<file path="config.mk">
export PLATFORM = sky130hd
export DESIGN_NAME = running_mean_variance
export DESIGN_NICKNAME = d
export VERILOG_FILES = /design/src/rtl/rmv_pkg.sv /design/src/rtl/rmv_div.sv /design/src/rtl/rmv_mul.sv /design/src/rtl/rmv_datapath.sv /design/src/rtl/rmv_ctrl.sv /design/src/rtl/running_mean_variance.sv
export SDC_FILE = /design/constraint.sdc
export NUM_CORES = 2
export LEC_CHECK = 0
export BUFFER_PORTS_ARGS = -buffer_cell sky130_fd_sc_hd__buf_2
export CAP_MARGIN = 10
export CELL_PAD_IN_SITES_DETAIL_PLACEMENT = 1
export CELL_PAD_IN_SITES_GLOBAL_PLACEMENT = 1
export CORE_MARGIN = 2
export CORE_UTILIZATION = 25
export CTS_BUF_LIST = sky130_fd_sc_hd__clkbuf_8
export CTS_CLUSTER_SIZE = 16
export DETAILED_ROUTE_END_ITERATION = 8
export HOLD_SLACK_MARGIN = 0.03
export PLACE_DENSITY_LB_ADDON = 0.1
export SKIP_CTS_REPAIR_TIMING = 1
export SLEW_MARGIN = 20
export SYNTH_ARGS = -nofsm -noshare
export SYNTH_HDL_FRONTEND = slang
export SYNTH_SLANG_ARGS = --single-unit
</file>
<file path="constraint.sdc">
create_clock -name i_clk -period 12.9 [get_ports i_clk]
set_clock_uncertainty 0.2 [all_clocks]
set_input_delay 2.58 -clock i_clk [delete_from_list [all_inputs] [get_ports i_clk]]
set_output_delay 2.58 -clock i_clk [all_outputs]
set_load 0.005 [all_outputs]
</file>
<file path="src/rtl/rmv_pkg.sv">
// ----------------------------------------------------------------------------
// Running mean and variance: package
// Shared widths, constants and the controller/datapath interface types.
// ----------------------------------------------------------------------------
`default_nettype none

package rmv_pkg;

    localparam int VAR_WIDTH = 48;
    localparam int VAR_FRAC  = 16;
    localparam int SQ_IN_W   = 32;
    localparam int SQ_W      = 2 * SQ_IN_W;

    localparam logic [VAR_WIDTH-1:0] VAR_MAX = {VAR_WIDTH{1'b1}};

    typedef struct packed {
        logic load;
        logic div_start;
        logic div_sel_var;
        logic take_q;
        logic square;
        logic mul_start;
        logic commit;
    } t_dp_cmd;

    typedef struct packed {
        logic div_busy;
        logic mul_busy;
        logic n_ge2;
    } t_dp_sts;

endpackage

`default_nettype wire

</file>
<file path="src/rtl/rmv_div.sv">
// ----------------------------------------------------------------------------
// Running mean and variance: radix-2 divider
// Restoring unsigned divider, one quotient bit per cycle.
// ----------------------------------------------------------------------------
`default_nettype none

module rmv_div #(
    parameter int DIVIDEND_WIDTH = 48,
    parameter int DIVISOR_WIDTH  = 32
) (
    input  logic                      i_clk,
    input  logic                      i_rst_n,
    input  logic                      i_start,
    input  logic [DIVIDEND_WIDTH-1:0] i_dividend,
    input  logic [DIVISOR_WIDTH-1:0]  i_divisor,
    output logic                      o_busy,
    output logic [DIVIDEND_WIDTH-1:0] o_quotient,
    output logic [DIVISOR_WIDTH-1:0]  o_remainder
);

    localparam int CNT_W = $clog2(DIVIDEND_WIDTH + 1);

    logic                      r_busy;
    logic [CNT_W-1:0]          r_cnt;
    logic [DIVIDEND_WIDTH-1:0] r_quo;
    logic [DIVISOR_WIDTH-1:0]  r_rem;
    logic [DIVISOR_WIDTH-1:0]  r_dvs;
    logic [DIVISOR_WIDTH-1:0]  n_rem;
    logic [DIVISOR_WIDTH:0]    w_trial;
    logic [DIVISOR_WIDTH:0]    w_diff;
    logic                      w_ge;

    always_comb begin
        w_trial = {r_rem, r_quo[DIVIDEND_WIDTH-1]};
        w_ge    = (w_trial >= {1'b0, r_dvs});
        w_diff  = w_trial - {1'b0, r_dvs};
        n_rem   = w_ge ? w_diff[DIVISOR_WIDTH-1:0] : w_trial[DIVISOR_WIDTH-1:0];
    end

    always_ff @(posedge i_clk) begin
        if (!i_rst_n) begin
            r_busy <= 1'b0;
            r_cnt  <= '0;
        end else if (i_start) begin
            r_busy <= 1'b1;
            r_cnt  <= CNT_W'(DIVIDEND_WIDTH);
        end else if (r_busy) begin
            r_cnt <= r_cnt - CNT_W'(1);
            if (r_cnt == CNT_W'(1)) begin
                r_busy <= 1'b0;
            end
        end
    end

    always_ff @(posedge i_clk) begin
        if (i_start) begin
            r_quo <= i_dividend;
            r_rem <= '0;
            r_dvs <= i_divisor;
        end else if (r_busy) begin
            r_quo <= {r_quo[DIVIDEND_WIDTH-2:0], w_ge};
            r_rem <= n_rem;
        end
    end

    assign o_busy      = r_busy;
    assign o_quotient  = r_quo;
    assign o_remainder = r_rem;

endmodule

`default_nettype wire

</file>
<file path="src/rtl/rmv_mul.sv">
// ----------------------------------------------------------------------------
// Running mean and variance: serial multiplier
// Shift-and-add multiplier, one multiplier bit per cycle from the top, with a
// sticky flag for products that leave the accumulator width.
// ----------------------------------------------------------------------------
`default_nettype none

module rmv_mul #(
    parameter int MCAND_WIDTH = 64,
    parameter int MPLR_WIDTH  = 32
) (
    input  logic                   i_clk,
    input  logic                   i_rst_n,
    input  logic                   i_start,
    input  logic [MCAND_WIDTH-1:0] i_mcand,
    input  logic [MPLR_WIDTH-1:0]  i_mplr,
    output logic                   o_busy,
    output logic [MCAND_WIDTH-1:0] o_product,
    output logic                   o_overflow
);

    localparam int CNT_W = $clog2(MPLR_WIDTH + 1);

    logic                   r_busy;
    logic [CNT_W-1:0]       r_cnt;
    logic [MCAND_WIDTH-1:0] r_mcand;
    logic [MPLR_WIDTH-1:0]  r_mplr;
    logic [MCAND_WIDTH-1:0] r_acc;
    logic                   r_ovf;
    logic [MCAND_WIDTH+1:0] w_sum;

    always_comb begin
        w_sum = {1'b0, r_acc, 1'b0}
              + {2'b00, (r_mplr[MPLR_WIDTH-1] ? r_mcand : {MCAND_WIDTH{1'b0}})};
    end

    always_ff @(posedge i_clk) begin
        if (!i_rst_n) begin
            r_busy <= 1'b0;
            r_cnt  <= '0;
        end else if (i_start) begin
            r_busy <= 1'b1;
            r_cnt  <= CNT_W'(MPLR_WIDTH);
        end else if (r_busy) begin
            r_cnt <= r_cnt - CNT_W'(1);
            if (r_cnt == CNT_W'(1)) begin
                r_busy <= 1'b0;
            end
        end
    end

    always_ff @(posedge i_clk) begin
        if (i_start) begin
            r_mcand <= i_mcand;
            r_mplr  <= i_mplr;
            r_acc   <= '0;
            r_ovf   <= 1'b0;
        end else if (r_busy) begin
            r_mplr <= {r_mplr[MPLR_WIDTH-2:0], 1'b0};
            r_acc  <= w_sum[MCAND_WIDTH-1:0];
            r_ovf  <= r_ovf | (|w_sum[MCAND_WIDTH+1:MCAND_WIDTH]);
        end
    end

    assign o_busy     = r_busy;
    assign o_product  = r_acc;
    assign o_overflow = r_ovf;

endmodule

`default_nettype wire

</file>
<file path="src/rtl/rmv_datapath.sv">
// ----------------------------------------------------------------------------
// Running mean and variance: datapath
// Statistics registers, the shared divider, the squarer, the serial
// multiplier and the output register.
// ----------------------------------------------------------------------------
`default_nettype none

module rmv_datapath #(
    parameter int SAMPLE_WIDTH = 32,
    parameter int COUNT_WIDTH  = 32
) (
    input  logic                          i_clk,
    input  logic                          i_rst_n,
    input  rmv_pkg::t_dp_cmd              i_cmd,
    output rmv_pkg::t_dp_sts              o_sts,
    input  logic [SAMPLE_WIDTH-1:0]       i_sample,
    input  logic                          i_restart,
    output logic [SAMPLE_WIDTH-1:0]       o_mean,
    output logic [rmv_pkg::VAR_WIDTH-1:0] o_variance,
    output logic [COUNT_WIDTH-1:0]        o_count,
    output logic                          o_variance_saturated
);

    import rmv_pkg::*;

    localparam int DIV_W = (SAMPLE_WIDTH + 1 > VAR_WIDTH) ? SAMPLE_WIDTH + 1 : VAR_WIDTH;
    localparam int MAG_W = (SAMPLE_WIDTH + 1 > SQ_IN_W + 1) ? SAMPLE_WIDTH + 1 : SQ_IN_W + 1;

    logic [SAMPLE_WIDTH-1:0] r_x;
    logic [SAMPLE_WIDTH-1:0] r_mean;
    logic [SAMPLE_WIDTH-1:0] r_mean_new;
    logic [VAR_WIDTH-1:0]    r_var;
    logic [COUNT_WIDTH-1:0]  r_count;
    logic                    r_flag;
    logic                    r_neg;
    logic [SAMPLE_WIDTH-1:0] r_qmag;
    logic                    r_big;
    logic [SQ_W-1:0]         r_sq;
    logic [SAMPLE_WIDTH-1:0] r_out_mean;
    logic [VAR_WIDTH-1:0]    r_out_var;
    logic [COUNT_WIDTH-1:0]  r_out_count;
    logic                    r_out_sat;

    logic [COUNT_WIDTH-1:0]  w_cnt_base;
    logic [COUNT_WIDTH-1:0]  w_cnt_next;
    logic [SAMPLE_WIDTH:0]   w_diff;
    logic [SAMPLE_WIDTH:0]   w_mag;
    logic [DIV_W-1:0]        w_dividend;
    logic [COUNT_WIDTH-1:0]  w_divisor;
    logic [DIV_W-1:0]        w_quo;
    logic [COUNT_WIDTH-1:0]  w_rem;
    logic                    w_div_busy;
    logic [MAG_W-1:0]        w_mag_ext;
    logic [SQ_IN_W-1:0]      w_mag_lo;
    logic [SQ_W-1:0]         w_sq;
    logic [SQ_W-1:0]         w_prod;
    logic                    w_mul_ovf;
    logic                    w_mul_busy;
    logic                    w_n_ge2;
    logic [VAR_WIDTH-1:0]    w_dec;
    logic [VAR_WIDTH-1:0]    w_scaled;
    logic [VAR_WIDTH:0]      w_sum;
    logic                    w_sat;
    logic [VAR_WIDTH-1:0]    w_var_new;
    logic                    w_flag_new;

    always_comb begin
        w_cnt_base = i_restart ? '0 : r_count;
        w_cnt_next = (&w_cnt_base) ? w_cnt_base : w_cnt_base + COUNT_WIDTH'(1);

        w_diff     = {r_x[SAMPLE_WIDTH-1], r_x} - {r_mean[SAMPLE_WIDTH-1], r_mean};
        w_mag      = w_diff[SAMPLE_WIDTH] ? -w_diff : w_diff;

        w_dividend = i_cmd.div_sel_var ? DIV_W'(r_var) : DIV_W'(w_mag);
        w_divisor  = i_cmd.div_sel_var ? r_count - COUNT_WIDTH'(1) : r_count;

        w_mag_ext  = MAG_W'(r_qmag);
        w_mag_lo   = w_mag_ext[SQ_IN_W-1:0];
        w_sq       = w_mag_lo * w_mag_lo;

        w_n_ge2    = (r_count > COUNT_WIDTH'(1));

        w_dec      = w_quo[VAR_WIDTH-1:0] + VAR_WIDTH'(|w_rem);
        w_scaled   = r_var - w_dec;
        w_sum      = {1'b0, w_scaled} + {1'b0, w_prod[SQ_W-1:VAR_FRAC]};
        w_sat      = r_big | w_mul_ovf | (w_sum >= {1'b0, VAR_MAX});

        w_var_new  = !w_n_ge2 ? '0 : (w_sat ? VAR_MAX : w_sum[VAR_WIDTH-1:0]);
        w_flag_new = r_flag | (w_n_ge2 & w_sat);
    end

    rmv_div #(
        .DIVIDEND_WIDTH (DIV_W),
        .DIVISOR_WIDTH  (COUNT_WIDTH)
    ) u_div (
        .i_clk       (i_clk),
        .i_rst_n     (i_rst_n),
        .i_start     (i_cmd.div_start),
        .i_dividend  (w_dividend),
        .i_divisor   (w_divisor),
        .o_busy      (w_div_busy),
        .o_quotient  (w_quo),
        .o_remainder (w_rem)
    );

    rmv_mul #(
        .MCAND_WIDTH (SQ_W),
        .MPLR_WIDTH  (COUNT_WIDTH)
    ) u_mul (
        .i_clk      (i_clk),
        .i_rst_n    (i_rst_n),
        .i_start    (i_cmd.mul_start),
        .i_mcand    (r_sq),
        .i_mplr     (r_count),
        .o_busy     (w_mul_busy),
        .o_product  (w_prod),
        .o_overflow (w_mul_ovf)
    );

    always_ff @(posedge i_clk) begin
        if (!i_rst_n) begin
            r_mean  <= '0;
            r_var   <= '0;
            r_count <= '0;
            r_flag  <= 1'b0;
        end else if (i_cmd.load) begin
            r_count <= w_cnt_next;
            if (i_restart) begin
                r_mean <= '0;
                r_var  <= '0;
                r_flag <= 1'b0;
            end
        end else if (i_cmd.commit) begin
            r_mean <= r_mean_new;
            r_var  <= w_var_new;
            r_flag <= w_flag_new;
        end
    end

    always_ff @(posedge i_clk) begin
        if (i_cmd.load) begin
            r_x <= i_sample;
        end
        if (i_cmd.div_start && !i_cmd.div_sel_var) begin
            r_neg <= w_diff[SAMPLE_WIDTH];
        end
        if (i_cmd.take_q) begin
            r_qmag     <= w_quo[SAMPLE_WIDTH-1:0];
            r_mean_new <= r_neg ? r_mean - w_quo[SAMPLE_WIDTH-1:0]
                                : r_mean + w_quo[SAMPLE_WIDTH-1:0];
        end
        if (i_cmd.square) begin
            r_big <= |w_mag_ext[MAG_W-1:SQ_IN_W];
            r_sq  <= w_sq;
        end
        if (i_cmd.commit) begin
            r_out_mean  <= r_mean_new;
            r_out_var   <= w_var_new;
            r_out_count <= r_count;
            r_out_sat   <= w_flag_new;
        end
    end

    assign o_sts.div_busy = w_div_busy;
    assign o_sts.mul_busy = w_mul_busy;
    assign o_sts.n_ge2    = w_n_ge2;

    assign o_mean               = r_out_mean;
    assign o_variance           = r_out_var;
    assign o_count              = r_out_count;
    assign o_variance_saturated = r_out_sat;

endmodule

`default_nettype wire

</file>
<file path="src/rtl/rmv_ctrl.sv">
// ----------------------------------------------------------------------------
// Running mean and variance: controller
// Sequences one sample through the divider and multiplier and manages the
// input and output handshakes.
// ----------------------------------------------------------------------------
`default_nettype none

module rmv_ctrl (
    input  logic             i_clk,
    input  logic             i_rst_n,
    input  logic             i_in_valid,
    output logic             o_in_stall,
    output logic             o_out_valid,
    input  logic             i_out_stall,
    input  rmv_pkg::t_dp_sts i_sts,
    output rmv_pkg::t_dp_cmd o_cmd
);

    import rmv_pkg::*;

    localparam logic [2:0] S_IDLE    = 3'd0;
    localparam logic [2:0] S_DQ_GO   = 3'd1;
    localparam logic [2:0] S_DQ_WAIT = 3'd2;
    localparam logic [2:0] S_SQ      = 3'd3;
    localparam logic [2:0] S_MUL_GO  = 3'd4;
    localparam logic [2:0] S_V_WAIT  = 3'd5;
    localparam logic [2:0] S_DONE    = 3'd6;

    logic [2:0] r_state;
    logic [2:0] n_state;
    logic       r_out_valid;
    logic       n_out_valid;

    always_comb begin
        n_state = r_state;
        o_cmd   = '0;
        unique case (r_state)
            S_IDLE: begin
                if (i_in_valid) begin
                    o_cmd.load = 1'b1;
                    n_state    = S_DQ_GO;
                end
            end
            S_DQ_GO: begin
                o_cmd.div_start = 1'b1;
                n_state         = S_DQ_WAIT;
            end
            S_DQ_WAIT: begin
                if (!i_sts.div_busy) begin
                    o_cmd.take_q = 1'b1;
                    n_state      = i_sts.n_ge2 ? S_SQ : S_DONE;
                end
            end
            S_SQ: begin
                o_cmd.square      = 1'b1;
                o_cmd.div_start   = 1'b1;
                o_cmd.div_sel_var = 1'b1;
                n_state           = S_MUL_GO;
            end
            S_MUL_GO: begin
                o_cmd.mul_start = 1'b1;
                n_state         = S_V_WAIT;
            end
            S_V_WAIT: begin
                if (!i_sts.div_busy && !i_sts.mul_busy) begin
                    n_state = S_DONE;
                end
            end
            S_DONE: begin
                if (!r_out_valid || !i_out_stall) begin
                    o_cmd.commit = 1'b1;
                    n_state      = S_IDLE;
                end
            end
            default: begin
                n_state = S_IDLE;
            end
        endcase
        n_out_valid = o_cmd.commit | (r_out_valid & i_out_stall);
    end

    always_ff @(posedge i_clk) begin
        if (!i_rst_n) begin
            r_state     <= S_IDLE;
            r_out_valid <= 1'b0;
        end else begin
            r_state     <= n_state;
            r_out_valid <= n_out_valid;
        end
    end

    assign o_in_stall  = (r_state != S_IDLE);
    assign o_out_valid = r_out_valid;

endmodule

`default_nettype wire

</file>
<file path="src/rtl/running_mean_variance.sv">
// ----------------------------------------------------------------------------
// Running mean and variance: top level
// Recursive sample mean and unbiased sample variance of a Q16.16 stream.
//
//   Channel  Handshake                Payload
//   input    i_in_valid / o_in_stall  i_in_sample, i_in_restart
//   output   o_out_valid / i_out_stall o_out_mean, o_out_variance,
//                                      o_out_count, o_out_variance_saturated
//
// A sample that is the first since restart takes the mean division only;
// any other sample then also takes the variance division. Both run on the
// shared one-bit-per-cycle divider of DW = max(SAMPLE_WIDTH + 1, 48) bits.
// The next transaction can be taken in the cycle the result appears. The
// serial multiplier runs alongside the variance division (COUNT_WIDTH < DW).
// Reset is synchronous and clears the statistics and both handshakes.
// The next transaction is accepted while a result waits in the output
// register; a stalled output only holds the block at its final step.
// ----------------------------------------------------------------------------
`default_nettype none

module running_mean_variance #(
    parameter int SAMPLE_WIDTH = 32,
    parameter int COUNT_WIDTH  = 32
) (
    input  logic                          i_clk,
    input  logic                          i_rst_n,
    input  logic                          i_in_valid,
    output logic                          o_in_stall,
    input  logic [SAMPLE_WIDTH-1:0]       i_in_sample,
    input  logic                          i_in_restart,
    output logic                          o_out_valid,
    input  logic                          i_out_stall,
    output logic [SAMPLE_WIDTH-1:0]       o_out_mean,
    output logic [rmv_pkg::VAR_WIDTH-1:0] o_out_variance,
    output logic [COUNT_WIDTH-1:0]        o_out_count,
    output logic                          o_out_variance_saturated
);

    import rmv_pkg::*;

    t_dp_cmd w_cmd;
    t_dp_sts w_sts;

    rmv_ctrl u_ctrl (
        .i_clk       (i_clk),
        .i_rst_n     (i_rst_n),
        .i_in_valid  (i_in_valid),
        .o_in_stall  (o_in_stall),
        .o_out_valid (o_out_valid),
        .i_out_stall (i_out_stall),
        .i_sts       (w_sts),
        .o_cmd       (w_cmd)
    );

    rmv_datapath #(
        .SAMPLE_WIDTH (SAMPLE_WIDTH),
        .COUNT_WIDTH  (COUNT_WIDTH)
    ) u_datapath (
        .i_clk                (i_clk),
        .i_rst_n              (i_rst_n),
        .i_cmd                (w_cmd),
        .o_sts                (w_sts),
        .i_sample             (i_in_sample),
        .i_restart            (i_in_restart),
        .o_mean               (o_out_mean),
        .o_variance           (o_out_variance),
        .o_count              (o_out_count),
        .o_variance_saturated (o_out_variance_saturated)
    );

endmodule

`default_nettype wire

</file>
---- Word level (Yosys, flattened, before mapping) ----
Cells that the tools add are included.
cells by class
  $add $sub $neg .......................... 13
  multiply operators ...................... 1
  order comparisons ....................... 3
  equal/unequal tests ..................... 13
  muxes and demuxes ....................... 48
  bitwise logic cells ..................... 7
  reductions and logical operators ........ 21
operator list
  kind                                                                 number
  2-to-1 mux 48 bit                                                    8
  2-to-1 mux 32 bit                                                    10
  adder 65 x 64 -> 66 bit                                              1
  multiplier 32 x 32 -> 64 bit                                         1
  2-to-1 mux 64 bit                                                    1
  subtractor 32 bit                                                    2
  adder 48 x 48 -> 49 bit                                              1
  greater-or-equal comparator 49 x 48 -> 1 bit, second input constant  1
  adder 48 x 1 -> 48 bit                                               1
  subtractor 48 bit                                                    1
  greater-or-equal comparator 33 x 32 -> 1 bit                         1
  2-to-1 mux 33 bit                                                    1
  negator 33 bit                                                       1
  subtractor 32 x 32 -> 33 bit                                         1
  adder 32 x 1 -> 32 bit, second input constant                        1
  adder 32 bit                                                         1
  greater-than comparator 32 x 1 -> 1 bit, second input constant       1
  AND reduction 32 bit                                                 1
  OR reduction 32 bit                                                  1
  subtractor 32 x 1 -> 32 bit, second input constant                   1
  2-to-1 mux 6 bit                                                     4
  case mux 3 bit (7 select lines)                                      1
  2-to-1 mux 1 bit                                                     18
  2-to-1 mux 3 bit                                                     5
  19 further kinds                                                     41
word-level totals
  register bits after elaboration ......... 678

---- Longest topological paths before layout ----
  depth after elaboration ................. 10
  gate-level depth with buffers ........... 36
  mapped depth without buffers ............ 35

---- Cells and area by module ----
A second synthesis with hierarchy kept.
unflattened totals
  cell total of the unflattened synthesis .. 7329
  area, all modules ....................... 70626.5 um^2
modules (own cells, without submodules)
  module        instances  cells each  area each (um^2)  seq. area each (um^2)
  rmv_datapath  1          5692        53689.0           10460.0
  rmv_mul       1          1005        10108.4           4324.1
  rmv_div       1          599         6536.3            3183.1
  rmv_ctrl      1          33          292.8             80.1

---- Worst setup path after synthesis ----
Ideal clock, no wire load.
  path type ............................... reg-to-reg
  start point ............................. register u_ctrl.r_state[1]
  end point ............................... register u_datapath.r_mean_new[0] (enable)
  library setup time ...................... 0.667 ns
  data arrival time ....................... 7.627 ns
  path slack .............................. 4.406 ns
  stages on the path, launching flop included .. 4
  buffers on the path ..................... 2
  period minus slack after synthesis ...... 8.494 ns
  cell sequence ........................... dfxtp_1 > clkbuf_1 > buf_1 > nor4b_1
RTL lines
  item                    line                 source
  from (decl)             rmv_ctrl.sv:29       logic [2:0] r_state;
  from (signal assigned)  rmv_ctrl.sv:87       r_state <= n_state;
  to (signal assigned)    rmv_datapath.sv:149  r_mean_new <= r_neg ? r_mean - w_quo[SAMPLE_WIDTH-1:0]
  to (decl)               rmv_datapath.sv:31   logic [SAMPLE_WIDTH-1:0] r_mean_new;

---- Worst setup path after layout ----
  start point ............................. register u_datapath.r_qmag[13]
  end point ............................... register u_datapath.r_sq[63] (data pin)
on the way
  word-level cells in the longest chain between the ends .. 1
RTL lines
  item                          line                 source
  from (decl)                   rmv_datapath.sv:36   logic [SAMPLE_WIDTH-1:0] r_qmag;
  from (signal assigned)        rmv_datapath.sv:148  r_qmag <= w_quo[SAMPLE_WIDTH-1:0];
  multiplier 32 x 32 -> 64 bit  rmv_datapath.sv:79   w_sq = w_mag_lo * w_mag_lo;
  via u_datapath.w_sq[63]       rmv_datapath.sv:55   logic [SQ_W-1:0] w_sq;
  to (signal assigned)          rmv_datapath.sv:154  r_sq <= w_sq;
  to (decl)                     rmv_datapath.sv:38   logic [SQ_W-1:0] r_sq;
The timed path passes the listed nets, and every way through them passes these cells.
A chain may end at the register's enable or synchronous reset.

==> flow_metrics.tcl <==
set metrics [dict create \
    relSlewSlack_pct 21.7 \
    grt.overflow.total 0 \
    worstSetupPathType "flip-flop to flip-flop" \
    drtIter0Drc 2298 \
    ys_warn_count 0 \
    clkSinkCount 676 \
    cts_root_buf "clkbuf_8" \
    syn_to_final_growth_pct 11.3 \
    h-tree-depth 4 \
    antenna_left 0 \
    hold_path_class "flip-flop to flip-flop" \
    drc_errors 0 \
    worst_pin_slew_ns 1.17 \
    drive_gt1_share_pct 6.57 \
    syn-num-nets 8774 \
    port_buffers 151 \
    final_common_cell "inv_1" \
    synth.top_cell.area_share_pct 23.6 \
    dieWidth_um 530 \
    crit_fanout 18 \
    hpwl_um 195000 \
    finalWeightedCongestion 0.806 \
    rsz0062_at_grt "false" \
    netlist_area_um2 69100 \
    coreArea_um2 276000 \
    cap_violations 0 \
    dieArea_um2 281000 \
    hold_viol 0 \
    max_stage_delay_ns 1.11 \
    synth_ff_type "edfxtp_1" \
    path_clk_slew_ns 0.06 \
    wl_per_cell_um 21.8 \
    drt-total-wl_um 245000 \
    cts_buffer_depth 3 \
    status "finished, final reports clean" \
    crit_arrival_ns 10.84 \
    grt_pass1_vias 56400 \
    viasPerCell 4.54 \
    ys_types 86 \
    netlist_instances 7350 \
    synth_top_cell_by_area "fa_1" \
    cts_tree "done" \
    fin_nets 8863 \
    ys_ff_latch 676 \
    layout_min_cycle_time_ns 10.41 \
    fin_setup_tns_ns 0 \
    synthArstFlopShare_pct 0 \
    setup_viol 0 \
    cp_common_cell "fa_1" \
    grt_pass1_wl_um 368000 \
    first_pass_iters 5 \
    die_y_um 530 \
    startpoint_type "flip-flop" \
    synth_area_leaders "fa_1 (24%), edfxtp_1 (19%), ha_1 (10%)" \
    ios 152 \
    synth-seq-area-share_pct 26.1 \
    critical_path.endpoint_type "flip-flop" \
    track_usage_pct 17.5 \
    required_ns 13.34 \
    final_cell_mix "inv_1 (1314), fa_1 (815), nand2_1 (675), ha_1 (572), edfxtp_1 (448)" \
    synth_area_per_cell_um2 9.40 \
    fmax_mhz 96.1 \
    slowest_stage "edfxtp_1" \
    slew_viol_final 0 \
    vias 51100 \
    initial_utilization_pct 25.1 \
    rows 193 \
    antenna_found_initial 25 \
    clk_latency_ns 0.92 \
    cts_buffers 140 \
    grt_max_degree 72 \
    synth-edff-count 448 \
    finalCritPeriodShare_pct 80.7 \
]
path summary, 6_finish.rpt:
kind	depth (start not counted)	to	slack (ns)	startpoint
setup / recovery	30	u_datapath.r_sq[63]	2.49	u_datapath.r_qmag[13]
hold / removal	0	u_datapath.u_mul.r_mcand[52]	0.21	u_datapath.r_sq[52]
setup reg to reg	30	u_datapath.r_sq[63]	2.49	u_datapath.r_qmag[13]
hold reg to reg	0	u_datapath.u_mul.r_mcand[52]	0.21	u_datapath.r_sq[52]
layout make-up:
type	instances	area, um2
fillers	32000	199000
clock inverters	102	643
flip-flops and latches	676	18000
repair buffers	238	1420
multi-input cells	5098	45300
diodes	4	10.0
clock buffers	153	2110
well taps	3705	4640
inverters	1285	4830
worst max-delay path, delay by kind of cell, from the launching register on:
kind	cells	cell delay, ns
buffers and inverters	8	0.86
XOR/XNOR	1	0.09
AO/OA/AOI/OAI	7	2.26
adder cells (fa/ha/maj)	9	4.40
AND/OR/NAND/NOR	5	1.17
flip-flops	1	1.11
cells in the mapped netlist (all sizes together), types with 13 or more instances:
cell and instances:
and2 338, nor3 69, nor4 32, o31ai 14, o211ai 22, nor2 392
mux2i 40, xnor2 258, nand3 122, dfxtp 228, or2 16, fa 815
ha 572, o21bai 47, buf 19, or4 13, or3 15, and3 41
a21boi 63, a21o 160, o21ai 272, o21a 43, clkbuf 272, nor2b 95
a21oi 429, xor2 151, nand2b 56, a22oi 30, a31oi 34, nand2 676
nand4 58, and4 15, edfxtp 448, inv 1280, a211oi 37
cell families after synthesis:
group | Yosys count | synth area share [%]
AND/OR/NAND/NOR | 1978 | 14.0
XOR/XNOR | 409 | 5.18
AO/OA/AOI/OAI | 1278 | 11.6
buffers and inverters | 1576 | 8.57
multiplexers | 46 | 0.677
flip-flops | 676 | 26.1
adder cells (fa/ha/maj) | 1387 | 34.0
routing by layer:
metal,routed length [um],up-vias,GRT usage [%]
met5,23,-,0
met2,117000,657,29.5
met1,117000,26000,24.0
li1,-,24200,-
met4,4220,4,3.73
met3,6970,215,1.94
flip-flops by register name, indices dropped and copies added, names as in the netlist, 3 cells and up:
signal	cells
u_datapath.u_mul.o_product	64
u_datapath.r_sq	63
u_datapath.u_mul.r_mcand	63
u_datapath.o_variance	48
u_datapath.r_var	48
u_datapath.u_div.o_quotient	48
u_datapath.o_count	32
u_datapath.o_mean	32
u_datapath.r_count	32
u_datapath.r_mean	32
u_datapath.r_mean_new	32
u_datapath.r_qmag	32
u_datapath.r_x	32
u_datapath.u_div.o_remainder	32
u_datapath.u_div.r_dvs	32
u_datapath.u_mul.r_mplr	32
u_datapath.u_div.r_cnt	6
u_datapath.u_mul.r_cnt	6
u_ctrl.r_state	3
metrics by stage:
step           cell area, um2  hold WS, ns  utilization (%)  setup slack (ns)  instances
3_3_place_gp            74200        0.202             26.9              2.50      11000
2_1_floorplan           69100        0.200                -              4.41       7350
5_1_grt                 76900        0.216             27.9              1.95      11300
6_report                77000        0.210             27.9              2.49      11300
4_1_cts                 76900        0.200             27.9              2.37      11300
3_5_place_dp            74200        0.206             26.9              2.43      11000
Power is not shown: default switching activity piles up to over one toggle a cycle in this logic, so the estimate is an artifact.
